**src/rtl/tlru_pkg.sv**
```systemverilog
// Shared constants for the fully associative TLB: operation codes, modes, defaults.
package tlru_pkg;

  localparam int ENTRIES_DEFAULT  = 4;
  localparam int VPN_BITS_DEFAULT = 16;
  localparam int PPN_BITS_DEFAULT = 16;

  // Width of the shared fill/use stamp counter.
  localparam int STAMP_BITS = 32;

  // Operation codes carried on the input tuser.
  localparam logic [1:0] OP_LOOKUP = 2'd0;
  localparam logic [1:0] OP_REFILL = 2'd1;
  localparam logic [1:0] OP_CLEAR  = 2'd2;

  // Replacement rule when every entry is valid.
  localparam logic MODE_FIFO = 1'b0;
  localparam logic MODE_LRU  = 1'b1;

  // Register index of replace_mode on the configuration port.
  localparam logic REG_REPLACE_MODE = 1'b0;

endpackage

```
**src/rtl/tlru_cell.sv**
```systemverilog
// One TLB entry cell: holds an entry and updates the probe passing down the chain.
module tlru_cell #(
  parameter  int VPN_BITS = tlru_pkg::VPN_BITS_DEFAULT,
  parameter  int PPN_BITS = tlru_pkg::PPN_BITS_DEFAULT,
  parameter  int IDX_W    = 2,
  parameter  int CELL_IDX = 0,
  localparam int PROBE_W  = 5 + VPN_BITS + PPN_BITS + 3 * IDX_W + tlru_pkg::STAMP_BITS,
  localparam int CMD_W    = 4 + IDX_W + VPN_BITS + PPN_BITS + tlru_pkg::STAMP_BITS
) (
  input  logic clk,
  input  logic rst,
  input  logic mode,
  input  logic [PROBE_W-1:0] probe_in,
  output logic [PROBE_W-1:0] probe_out,
  input  logic [CMD_W-1:0]   cmd_in
);

  typedef struct packed {
    logic                            vld;
    logic [VPN_BITS-1:0]             vpn;
    logic                            hit;
    logic [IDX_W-1:0]                hit_idx;
    logic [PPN_BITS-1:0]             ppn;
    logic                            ro;
    logic                            inv_found;
    logic [IDX_W-1:0]                inv_idx;
    logic                            best_set;
    logic [tlru_pkg::STAMP_BITS-1:0] best_stamp;
    logic [IDX_W-1:0]                best_idx;
  } probe_t;

  typedef struct packed {
    logic                            fill;
    logic                            touch;
    logic                            clear;
    logic [IDX_W-1:0]                slot;
    logic [VPN_BITS-1:0]             vpn;
    logic [PPN_BITS-1:0]             ppn;
    logic                            ro;
    logic [tlru_pkg::STAMP_BITS-1:0] stamp;
  } cmd_t;

  localparam logic [IDX_W-1:0] MY_IDX = IDX_W'(CELL_IDX);

  logic                            valid;
  logic [VPN_BITS-1:0]             vpn_q;
  logic [PPN_BITS-1:0]             ppn_q;
  logic                            ro_q;
  logic [tlru_pkg::STAMP_BITS-1:0] fill_q;
  logic [tlru_pkg::STAMP_BITS-1:0] use_q;

  probe_t pin;
  probe_t probe_next;
  probe_t pout;
  cmd_t   cmd;
  logic   sel;

  assign pin       = probe_t'(probe_in);
  assign cmd       = cmd_t'(cmd_in);
  assign probe_out = pout;
  assign sel       = (cmd.slot == MY_IDX);

  always_comb begin
    logic [tlru_pkg::STAMP_BITS-1:0] stamp;
    stamp      = (mode == tlru_pkg::MODE_LRU) ? use_q : fill_q;
    probe_next = pin;
    // The first matching valid entry along the chain wins.
    if (valid && (vpn_q == pin.vpn) && !pin.hit) begin
      probe_next.hit     = 1'b1;
      probe_next.hit_idx = MY_IDX;
      probe_next.ppn     = ppn_q;
      probe_next.ro      = ro_q;
    end
    if (!valid && !pin.inv_found) begin
      probe_next.inv_found = 1'b1;
      probe_next.inv_idx   = MY_IDX;
    end
    // Strictly smaller replaces, so ties stay with the lower index.
    if (valid && (!pin.best_set || (stamp < pin.best_stamp))) begin
      probe_next.best_set   = 1'b1;
      probe_next.best_stamp = stamp;
      probe_next.best_idx   = MY_IDX;
    end
  end

  always_ff @(posedge clk) begin
    if (rst) begin
      pout.vld <= 1'b0;
      valid    <= 1'b0;
    end else begin
      pout.vld <= pin.vld;
      if (cmd.clear) begin
        valid <= 1'b0;
      end else if (cmd.fill && sel) begin
        valid <= 1'b1;
      end
    end
    pout.vpn        <= probe_next.vpn;
    pout.hit        <= probe_next.hit;
    pout.hit_idx    <= probe_next.hit_idx;
    pout.ppn        <= probe_next.ppn;
    pout.ro         <= probe_next.ro;
    pout.inv_found  <= probe_next.inv_found;
    pout.inv_idx    <= probe_next.inv_idx;
    pout.best_set   <= probe_next.best_set;
    pout.best_stamp <= probe_next.best_stamp;
    pout.best_idx   <= probe_next.best_idx;
    if (cmd.fill && sel) begin
      vpn_q  <= cmd.vpn;
      ppn_q  <= cmd.ppn;
      ro_q   <= cmd.ro;
      fill_q <= cmd.stamp;
      use_q  <= cmd.stamp;
    end else if (cmd.touch && sel) begin
      use_q <= cmd.stamp;
    end
  end

endmodule

```
**src/rtl/tlb_lookup_refill_fifo_lru.sv**
```systemverilog
// Top level of the fully associative TLB built as a chain of entry cells.
//
// Usage: an item on the slave stream carries the operation on s_axis_tuser
// (lookup, refill or clear) and the virtual page, fill physical page and
// fill read-only flag on s_axis_tdata. Every item yields exactly one result
// item on the master stream: hit flag, physical page, read-only flag, slot.
// The replacement rule (FIFO or LRU) is set through the APB-style port. The
// user must write it only while the block is idle; the block does not check.
//
// One item is in flight at a time. A probe enters the first cell at the
// accept edge and moves one cell per cycle to the chain end, where the
// result is latched into res; the commit then updates the entry and loads
// the output register, and the block returns to idle to take the next
// item. The time an item takes is set by the length of the cell chain.
//
// Reset (synchronous, active high) clears all valid bits, the stamp counter,
// the mode register and the output valid. If the receiver stalls, the result
// holds in the output register; one more item is still taken and scanned,
// and it waits at the chain end until the output register frees up.
module tlb_lookup_refill_fifo_lru #(
  parameter  int ENTRIES  = tlru_pkg::ENTRIES_DEFAULT,
  parameter  int VPN_BITS = tlru_pkg::VPN_BITS_DEFAULT,
  parameter  int PPN_BITS = tlru_pkg::PPN_BITS_DEFAULT,
  localparam int IDX_W    = (ENTRIES > 1) ? $clog2(ENTRIES) : 1,
  localparam int IN_DW    = ((VPN_BITS + PPN_BITS + 1 + 7) / 8) * 8,
  localparam int OUT_DW   = ((PPN_BITS + IDX_W + 2 + 7) / 8) * 8
) (
  input  logic              clk,
  input  logic              rst,
  // Input stream.
  input  logic              s_axis_tvalid,
  output logic              s_axis_tready,
  // Fields from bit 0 up: virtual_page, fill_physical_page, fill_read_only.
  input  logic [IN_DW-1:0]  s_axis_tdata,
  // Fields from bit 0 up: operation.
  input  logic [1:0]        s_axis_tuser,
  // Result stream.
  output logic              m_axis_tvalid,
  input  logic              m_axis_tready,
  // Fields from bit 0 up: hit, physical_page, read_only, slot.
  output logic [OUT_DW-1:0] m_axis_tdata,
  // Configuration port.
  input  logic              psel,
  input  logic              penable,
  input  logic              pwrite,
  input  logic [2:0]        paddr,
  input  logic [31:0]       pwdata,
  output logic [31:0]       prdata,
  output logic              pready
);

  typedef struct packed {
    logic                            vld;
    logic [VPN_BITS-1:0]             vpn;
    logic                            hit;
    logic [IDX_W-1:0]                hit_idx;
    logic [PPN_BITS-1:0]             ppn;
    logic                            ro;
    logic                            inv_found;
    logic [IDX_W-1:0]                inv_idx;
    logic                            best_set;
    logic [tlru_pkg::STAMP_BITS-1:0] best_stamp;
    logic [IDX_W-1:0]                best_idx;
  } probe_t;

  typedef struct packed {
    logic                            fill;
    logic                            touch;
    logic                            clear;
    logic [IDX_W-1:0]                slot;
    logic [VPN_BITS-1:0]             vpn;
    logic [PPN_BITS-1:0]             ppn;
    logic                            ro;
    logic [tlru_pkg::STAMP_BITS-1:0] stamp;
  } cmd_t;

  localparam logic [1:0] ST_IDLE = 2'd0;
  localparam logic [1:0] ST_SCAN = 2'd1;
  localparam logic [1:0] ST_DONE = 2'd2;

  logic [1:0]                      state;
  logic                            mode;
  logic [tlru_pkg::STAMP_BITS-1:0] stamp_counter;
  logic [1:0]                      op_q;
  logic [VPN_BITS-1:0]             vpn_q;
  logic [PPN_BITS-1:0]             fill_ppn_q;
  logic                            fill_ro_q;
  probe_t                          res;

  logic                            out_hit;
  logic [PPN_BITS-1:0]             out_ppn;
  logic                            out_ro;
  logic [IDX_W-1:0]                out_slot;

  probe_t                          chain [ENTRIES+1];
  cmd_t                            cmd;
  logic                            accept;
  logic                            commit;
  logic [IDX_W-1:0]                victim;

  assign s_axis_tready = (state == ST_IDLE);
  assign accept        = s_axis_tvalid && s_axis_tready;
  assign commit        = (state == ST_DONE) && (!m_axis_tvalid || m_axis_tready);
  // An invalid slot is preferred; otherwise the oldest stamp under the mode.
  assign victim        = res.inv_found ? res.inv_idx : res.best_idx;

  assign pready = 1'b1;
  assign prdata = (paddr[2] == tlru_pkg::REG_REPLACE_MODE) ? {31'b0, mode} : 32'b0;

  assign m_axis_tdata = OUT_DW'({out_slot, out_ro, out_ppn, out_hit});

  // The probe injected into the first cell starts with nothing found.
  always_comb begin
    chain[0]     = '0;
    chain[0].vld = accept;
    chain[0].vpn = s_axis_tdata[VPN_BITS-1:0];
  end

  genvar gi;
  generate
    for (gi = 0; gi < ENTRIES; gi++) begin : g_cell
      tlru_cell #(
        .VPN_BITS (VPN_BITS),
        .PPN_BITS (PPN_BITS),
        .IDX_W    (IDX_W),
        .CELL_IDX (gi)
      ) u_cell (
        .clk       (clk),
        .rst       (rst),
        .mode      (mode),
        .probe_in  (chain[gi]),
        .probe_out (chain[gi+1]),
        .cmd_in    (cmd)
      );
    end
  endgenerate

  // Entry update broadcast to all cells in the commit cycle.
  always_comb begin
    cmd       = '0;
    cmd.vpn   = vpn_q;
    cmd.ppn   = fill_ppn_q;
    cmd.ro    = fill_ro_q;
    cmd.stamp = stamp_counter;
    if (commit) begin
      unique case (op_q)
        tlru_pkg::OP_LOOKUP: begin
          cmd.touch = res.hit;
          cmd.slot  = res.hit_idx;
        end
        tlru_pkg::OP_REFILL: begin
          cmd.fill = 1'b1;
          cmd.slot = victim;
        end
        tlru_pkg::OP_CLEAR: begin
          cmd.clear = 1'b1;
        end
        default: begin
        end
      endcase
    end
  end

  always_ff @(posedge clk) begin
    if (rst) begin
      state         <= ST_IDLE;
      mode          <= tlru_pkg::MODE_FIFO;
      stamp_counter <= '0;
      m_axis_tvalid <= 1'b0;
    end else begin
      if (psel && penable && pwrite && pready &&
          (paddr[2] == tlru_pkg::REG_REPLACE_MODE)) begin
        mode <= pwdata[0];
      end
      unique case (state)
        ST_IDLE: begin
          if (accept) begin
            state <= ST_SCAN;
          end
        end
        ST_SCAN: begin
          if (chain[ENTRIES].vld) begin
            state <= ST_DONE;
          end
        end
        ST_DONE: begin
          if (commit) begin
            state <= ST_IDLE;
          end
        end
        default: begin
          state <= ST_IDLE;
        end
      endcase
      if (commit && ((cmd.touch) || (cmd.fill))) begin
        stamp_counter <= stamp_counter + 1'b1;
      end
      if (commit) begin
        m_axis_tvalid <= 1'b1;
      end else if (m_axis_tready) begin
        m_axis_tvalid <= 1'b0;
      end
    end
  end

  always_ff @(posedge clk) begin
    if (accept) begin
      op_q       <= s_axis_tuser;
      vpn_q      <= s_axis_tdata[VPN_BITS-1:0];
      fill_ppn_q <= s_axis_tdata[VPN_BITS+PPN_BITS-1:VPN_BITS];
      fill_ro_q  <= s_axis_tdata[VPN_BITS+PPN_BITS];
    end
    if ((state == ST_SCAN) && chain[ENTRIES].vld) begin
      res <= chain[ENTRIES];
    end
    if (commit) begin
      out_hit  <= 1'b0;
      out_ppn  <= '0;
      out_ro   <= 1'b0;
      out_slot <= '0;
      if ((op_q == tlru_pkg::OP_LOOKUP) && res.hit) begin
        out_hit  <= 1'b1;
        out_ppn  <= res.ppn;
        out_ro   <= res.ro;
        out_slot <= res.hit_idx;
      end else if (op_q == tlru_pkg::OP_REFILL) begin
        out_slot <= victim;
      end
    end
  end

endmodule

```
**config.mk**
```make
export PLATFORM = sky130hd
export DESIGN_NAME = tlb_lookup_refill_fifo_lru
export DESIGN_NICKNAME = d
export VERILOG_FILES = /design/src/rtl/tlru_pkg.sv /design/src/rtl/tlru_cell.sv /design/src/rtl/tlb_lookup_refill_fifo_lru.sv
export SDC_FILE = /design/constraint.sdc
export NUM_CORES = 1
export LEC_CHECK = 0
export ABC_CLOCK_PERIOD_IN_PS = 8200
export BUFFER_PORTS_ARGS = -buffer_cell sky130_fd_sc_hd__buf_4
export CORE_MARGIN = 2
export CORE_UTILIZATION = 44
export DETAILED_ROUTE_END_ITERATION = 10
export PLACE_DENSITY = 0.67
export SKIP_LAST_GASP = 1
export SYNTH_ARGS = -nofsm -noshare
export SYNTH_HDL_FRONTEND = slang
export SYNTH_SLANG_ARGS = --single-unit
```
**constraint.sdc**
```tcl
create_clock -name clk -period 8.2 [get_ports clk]
set_input_delay 0.82 -clock clk [delete_from_list [all_inputs] [get_ports clk]]
set_output_delay 0.82 -clock clk [all_outputs]
set_load 0.05 [all_outputs]
```
Word level (Yosys, flattened, before mapping)
Cells that the tools add are included.
{ "word_totals": {"output_inout_bits": 59, "ff_bits": 759} }
{ "classes": {"mux": 36, "order_cmp": 3, "addsub": 1, "n_eq_ne": 14, "n_reduce_logical": 57, "bitwise": 1} }
{ "ops": {"columns": ["cell", "count"], "rows": [
  ["2-to-1 mux 32 bit", 12],
  ["< comparator 32 bit", 3],
  ["2-to-1 mux 34 bit", 2],
  ["== test 16 bit", 4],
  ["2-to-1 mux 17 bit", 3],
  ["2-to-1 mux 35 bit", 1],
  ["adder 32 x 1 -> 32 bit, second input constant", 1],
  ["logical AND 1 bit", 29],
  ["2-to-1 mux 20 bit", 1],
  ["zero test 1 bit", 13],
  ["2-to-1 mux 2 bit", 6],
  ["nonzero test 2 bit", 5],
  ["== test 2 bit, second input constant", 4],
  ["2-to-1 mux 1 bit", 7],
  ["== test 2 x 1 -> 1 bit, second input constant", 3],
  ["zero test 2 bit", 3],
  ["case mux 2 bit (3 select lines)", 1],
  ["logical OR 1 bit", 5],
  ["2-to-1 mux 5 bit", 1],
  ["inequality test 2 x 1 -> 1 bit, second input constant", 2],
  ["case mux 2 bit (2 select lines)", 1],
  ["2-to-1 mux 3 bit", 1],
  ["AND reduction 3 bit", 1],
  ["inequality test 2 bit, second input constant", 1],
  ["other kinds (2)", 2]
]} }

Depth between registers and ports, before layout
{ "logic_depth": {"ltp_word": 8, "depth_mapped": 14, "depth_no_buf": 9} }

Hierarchy
Synthesis repeated with hierarchy kept, for this count alone.
{ "unflattened": {"cells_unflattened": 2926, "area_unflattened_um2": 34166.5} }
{ "modules_own_cells": {"columns": ["module", "area_per_inst_um2", "seq_area_each_um2", "instances", "cells_per_inst"], "rows": [
  ["tlru_cell at g_cell[2].u_cell", 7353.3, 4434.3, 1, 636],
  ["tlru_cell at g_cell[0].u_cell", 7347.0, 4434.3, 1, 636],
  ["tlru_cell at g_cell[1].u_cell", 7325.8, 4434.3, 1, 636],
  ["tlru_cell at g_cell[3].u_cell", 7324.5, 4434.3, 1, 635],
  ["tlb_lookup_refill_fifo_lru", 4815.9, 3123.0, 1, 383]
]} }

Worst setup path after synthesis
Ideal clock, no wire load.
{ "synth_path": {"path_type": "input port to flip-flop", "from": "input port m_axis_tready", "to": "register g_cell[1].u_cell.fill_q[0] (netlist name), enable pin", "required_ns": 7.630, "arrival_ns": 6.695, "path_stages": 4, "setup_slack_ns": 0.934, "path_cell_list": "nor2b_1 > nor2_1 > nand2_1 > nor3_1"} }
{ "synth_between": {"elab_chain_cells": 5} }
{ "synth_rtl": {"columns": ["element", "line_no", "text"], "rows": [
  ["start, declared", "tlb_lookup_refill_fifo_lru.sv:39", "input logic m_axis_tready,"],
  ["logical OR 1 bit (*)", "tlb_lookup_refill_fifo_lru.sv:103", "assign commit = (state == ST_DONE) && (!m_axis_tvalid || m_axis_tready);"],
  ["logical AND 1 bit (*)", "tlb_lookup_refill_fifo_lru.sv:103", null],
  ["net commit", "tlb_lookup_refill_fifo_lru.sv:98", "logic commit;"],
  ["2-to-1 mux 5 bit (*)", "tlb_lookup_refill_fifo_lru.sv:145", "if (commit) begin"],
  ["== test 2 x 1 -> 1 bit", "tlru_cell.sv:61", "assign sel = (cmd.slot == MY_IDX);"],
  ["logical AND 1 bit (*)", "tlru_cell.sv:108", "if (cmd.fill && sel) begin"],
  ["end signal, assigned", "tlru_cell.sv:112", "fill_q <= cmd.stamp;"],
  ["end, declared", "tlru_cell.sv:49", "logic [tlru_pkg::STAMP_BITS-1:0] fill_q;"]
]} }
Mark *: on every way through the listed nets, which the timed path passes. The rest lies on a longest branch.
A chain may end at the register's enable or synchronous reset.

==> impl.org <==
** Final layout
- Leaving out fill and tap cells, the most frequent cell in the layout is sky130_fd_sc_hd__edfxtp_1.
- Synth-to-layout area growth :: 13.9%
- After filler insertion, the fill cell instance count of the layout stands at 5048.
- The top cell types in the final layout, fill and taps aside, are 468 x sky130_fd_sc_hd__edfxtp_1, 281 x sky130_fd_sc_hd__dfxtp_1, 180 x sky130_fd_sc_hd__mux2_2, 102 x sky130_fd_sc_hd__inv_1, 94 x sky130_fd_sc_hd__ha_1.
- After the flow finishes, the layout carries non-filler instances totaling 2784.
- In the final layout, the multi-input gates occupy 7210 um^2.
- Antenna diode instance count :: 0
- Final net count :: 2066
- In the final layout, flip-flops and latches occupy 19700 um^2.
- For this run, the share of the core covered by cells in the final layout is 0.508.
- Of the cells placed in the final design, the portion with a size suffix greater than 1 is 0.223.

** Worst setup path
- Critical Path Source Type :: register
- Crit path max-delay family :: compound AO/OA/AOI/OAI gates
- Biggest cell delay along the critical path :: 0.83 ns
- Along the worst path, the maximum fanout reaches 83.
- The setup path with the least slack is of type register to register.
- The worst setup path is captured at a register.
- Walking the worst path, the cells encountered are buf_12, mux2_2, ha_1, a21oi_1, o21ai_0, a21oi_1, o31a_1, o21bai_1, a21boi_4, buf_4, mux2_2.
- The critical path contains buffers and inverters numbering 2 combined.
- Data on the critical path is required at its endpoint by 8.69 ns.
- Worst path slowest cell :: sky130_fd_sc_hd__dfxtp_4
- For the worst setup path, the data arrival time is 5.15 ns.

** Global routing
- Number of global-route vias before repair :: 13700
- All-layer global routing usage :: 0.157
- The first global-routing pass estimated 76.7 mm of wire.
- After global routing the overflow that remains totals 0.
- Met3 demand-to-capacity share in global routing :: 0.0257
- Gr busiest metal :: met2
- The initial antenna violation count was 0.
- For met2 alone, demand over resource in global routing was 0.269.
- Entering global routing, the biggest net connects 84 pins.
- Met1 layer usage reported by global route :: 0.203

** STA
- Max-slew violation count :: 0
- Post-route fraction of the period consumed by the critical path :: 0.568
- Final Hold Vio Count :: 0
- Final critical path time including I/O delays and setup :: 4.66 ns
- For the final database, setup skew stands at 0.0305 ns.
- In the final timing run, aggregate negative setup slack is 0 ns.
- Setup violations remaining at the end of the flow were counted as 0.
- For the pin with the worst max-slew slack, the measured transition is 1.19 ns.
- Headroom to the max-slew limit :: 0.188
- Derived from the worst setup path, the maximum achievable clock frequency is 215 MHz.
- Unrepaired setup endpoints after global routing :: false

** Worst hold path
- In this run the worst hold path is classified as primary input to register.

** Route
- The routed layout has 13600 vias.
- DRT Wirelength :: 50.2 mm
- The first detailed-routing pass ran for 4 iterations.
- Remaining design rule violation count :: 0
- Number of nets with antenna violations after detailed routing :: 0
- In the final routed layout, each cell accounts on average for 18.0 um.
- After detailed routing, the number of vias per cell comes to 4.87.
- In this run, the number of DRC markers left after iteration 0 of detailed routing was 588.

** CTS
- Post-CTS Repair Setup Buffers :: 0
- TritonCTS Sinks :: 750
- In this run, post-CTS hold repair placed 0 buffers.
- Clock tree from TritonCTS :: built
- H-tree levels :: 3
- Clk Latency, worst-skew pair :: 0.63 ns
- CTS Buf Count :: 73
- In this run the deepest clock path goes through 3 buffers.
- Clock tree synthesis selected as its root buffer the cell sky130_fd_sc_hd__clkbuf_16.
- Once the clock tree was built, the resizer swapped 0 gates to a different size.
- Clock-pin slew was measured on the worst setup and hold paths at 0.06 ns.

** Synthesis
- Library cells used by synthesis :: 53
- Synthesized flop and latch total :: 750
- After synthesis, the mean cell area works out to 15.6 um^2.
- Number of enable-type register cells in the synthesized netlist :: 468
- By area, the combinational part of the netlist is dominated by multiplexers.
- Of the synthesized area, sequential elements account for 0.714.
- Number of instances in the synthesized netlist :: 1767
- Adder-cell share of the synthesized area :: 0.0426
- Of the total synthesized cell area, the portion taken by XOR and XNOR cells is 0.0286.
- The synthesized netlist occupies a cell area of 27600 um^2.
- Synth Warn # :: 0
- Top FF cell, synth :: sky130_fd_sc_hd__edfxtp_1
- Of the total synthesized cell area, the portion taken by AND, OR, NAND and NOR gates is 0.0571.
- Proportion of synthesized area in mux cells :: 0.103
- FFs w/ async S/R, synth :: 0
- Compound-Gate Fraction of Synth Area :: 0.0225

** Power
- Relative contribution of combinational cells to total power :: 0.014
- Share of total power in the clock network :: 0.446
- Cell internal power was estimated by the tool at 5.95 mW.
- Total power density per cell area :: 237 nW/um^2
- Of the total power, the share spent switching nets is 0.202.
- Static Leak :: 11.4 nW
- Total power :: 7.45 mW
- Maximum vdd ir drop :: 177 uV
- The share of total power dissipated in sequential elements is 0.540.
- For this design the total switching power over the nets is 1.50 mW.

** Floorplan
- The floorplan has 91 rows.
- Measured along the x axis, the die boundary spans 254 um.
- The region available for standard cell placement spans 61800 um^2.
- Initial core utilization :: 0.446
- For this design the top-level I/O count stands at 143.
- DIE AREA :: 64700 um^2
- Die Y :: 254 um

** Place
- Number of instances in the placed design :: 2650
- Weighted congestion at the end of routability-driven global placement :: 0.785
- Number of buffers added on ports :: 66
- Half-perimeter wire length after placement :: 30.6 mm

** Run
- Across the run, the number of max-cap violations was 0.

** Run status
- Outcome :: completed
[per-stage QoR]
stage	cell area, um^2	hold slack, ns	setup slack, ns
after global placement	29000	0.353	3.50
after CTS	31400	0.281	3.43
after global routing	31400	0.293	3.26
final	31400	0.318	3.54
after floorplan	27700	0.349	0.934
after detailed placement	29000	0.353	3.48
[worst register-to-register path, cell delays in order, from the launching register on]
cell and delay [ns]:
sky130_fd_sc_hd__dfxtp_4 0.83, sky130_fd_sc_hd__buf_12 0.49, sky130_fd_sc_hd__mux2_2 0.55, sky130_fd_sc_hd__ha_1 0.29, sky130_fd_sc_hd__a21oi_1 0.14, sky130_fd_sc_hd__o21ai_0 0.14, sky130_fd_sc_hd__a21oi_1 0.24, sky130_fd_sc_hd__o31a_1 0.21
sky130_fd_sc_hd__o21bai_1 0.16, sky130_fd_sc_hd__a21boi_4 0.67, sky130_fd_sc_hd__buf_4 0.42, sky130_fd_sc_hd__mux2_2 0.39
[worst paths after layout]
check             slack (ns)                        endpoint                      startpoint  cells past startpoint
hold / removal          0.32  g_cell[0].u_cell.probe_out[68]                s_axis_tdata[10]                      1
setup reg to reg        3.54  g_cell[1].u_cell.probe_out[10]                            mode                     11
hold reg to reg         0.34  g_cell[1].u_cell.probe_out[66]  g_cell[0].u_cell.probe_out[66]                      0
setup / recovery        3.54  g_cell[1].u_cell.probe_out[10]                            mode                     11
[cell families (layout without fill, tap and decap cells)]
| logic type | Yosys count | count (layout) |
|---|---|---|
| AND/OR/NAND/NOR | 301 | 301 |
| other | 2 | 36 |
| flip-flops | 750 | 750 |
| buffers and inverters | 178 | 324 |
| AO/OA/AOI/OAI | 105 | 105 |
| multiplexers | 247 | 247 |
| adder cells (fa/ha/maj) | 94 | 94 |
| XOR/XNOR | 90 | 90 |
[synthesized netlist by cell type (23+ instances only)]
| cell type | instances | area, um^2 |
|---|---|---|
| sky130_fd_sc_hd__mux2i_1 | 40 | 400 |
| sky130_fd_sc_hd__and2_1 | 38 | 238 |
| sky130_fd_sc_hd__xnor2_1 | 31 | 272 |
| sky130_fd_sc_hd__buf_4 | 38 | 285 |
| sky130_fd_sc_hd__edfxtp_1 | 468 | 14100 |
| sky130_fd_sc_hd__ha_1 | 94 | 1180 |
| sky130_fd_sc_hd__o21ai_0 | 23 | 115 |
| sky130_fd_sc_hd__dfxtp_1 | 282 | 5650 |
| sky130_fd_sc_hd__mux2_2 | 180 | 2030 |
| sky130_fd_sc_hd__nor2_1 | 90 | 338 |
| sky130_fd_sc_hd__nand3_1 | 23 | 115 |
| sky130_fd_sc_hd__nand2_1 | 37 | 139 |
| sky130_fd_sc_hd__xor2_1 | 59 | 517 |
| sky130_fd_sc_hd__a21oi_1 | 46 | 230 |
| sky130_fd_sc_hd__inv_1 | 102 | 383 |
| sky130_fd_sc_hd__mux2_4 | 27 | 405 |
[power groups by stage]
| stage | registers [mW] | logic (mW) | clock network, mW |
|---|---|---|---|
| detailed placement | 4.10 | 0.107 | 0 |
| global route | 4.02 | 0.113 | 3.53 |
| finish | 4.02 | 0.107 | 3.32 |
| floorplan | 4.10 | 0.0866 | 0 |
| global placement | 4.10 | 0.106 | 0 |
| CTS | 4.02 | 0.107 | 3.40 |
[registers in the layout, indices dropped and copies added, names as in the netlist, 2 cells and up]
register                 cells
g_cell.u_cell.probe_out    242
g_cell.u_cell.fill_q       128
g_cell.u_cell.use_q        128
g_cell.u_cell.ppn_q         64
g_cell.u_cell.vpn_q         64
stamp_counter               32
res                         25
fill_ppn_q                  16
out_ppn                     16
vpn_q                       16
g_cell.u_cell.ro_q           4
g_cell.u_cell.valid          4
op_q                         2
out_slot                     2
state                        2
[routing by layer]
| metal | routed length, um | part of all wire | up-vias |
|---|---|---|---|
| met5 | 0 | 0 | - |
| met1 | 22500 | 0.45 | 6770 |
| li1 | - | - | 6518 |
| met3 | 1630 | 0.032 | 60 |
| met4 | 984 | 0.020 | 0 |
| met2 | 25100 | 0.50 | 211 |
[area by class of cell]
cell class	count	area share
Inverter	103	0.0123
Multi-Input combinational cell	873	0.229
Tap cell	837	0.0333
Clock buffer	95	0.0627
Sequential cell	750	0.627
Clock inverter	39	0.0143
Timing Repair Buffer	87	0.0212
Power figures use the tool's default switching activity.
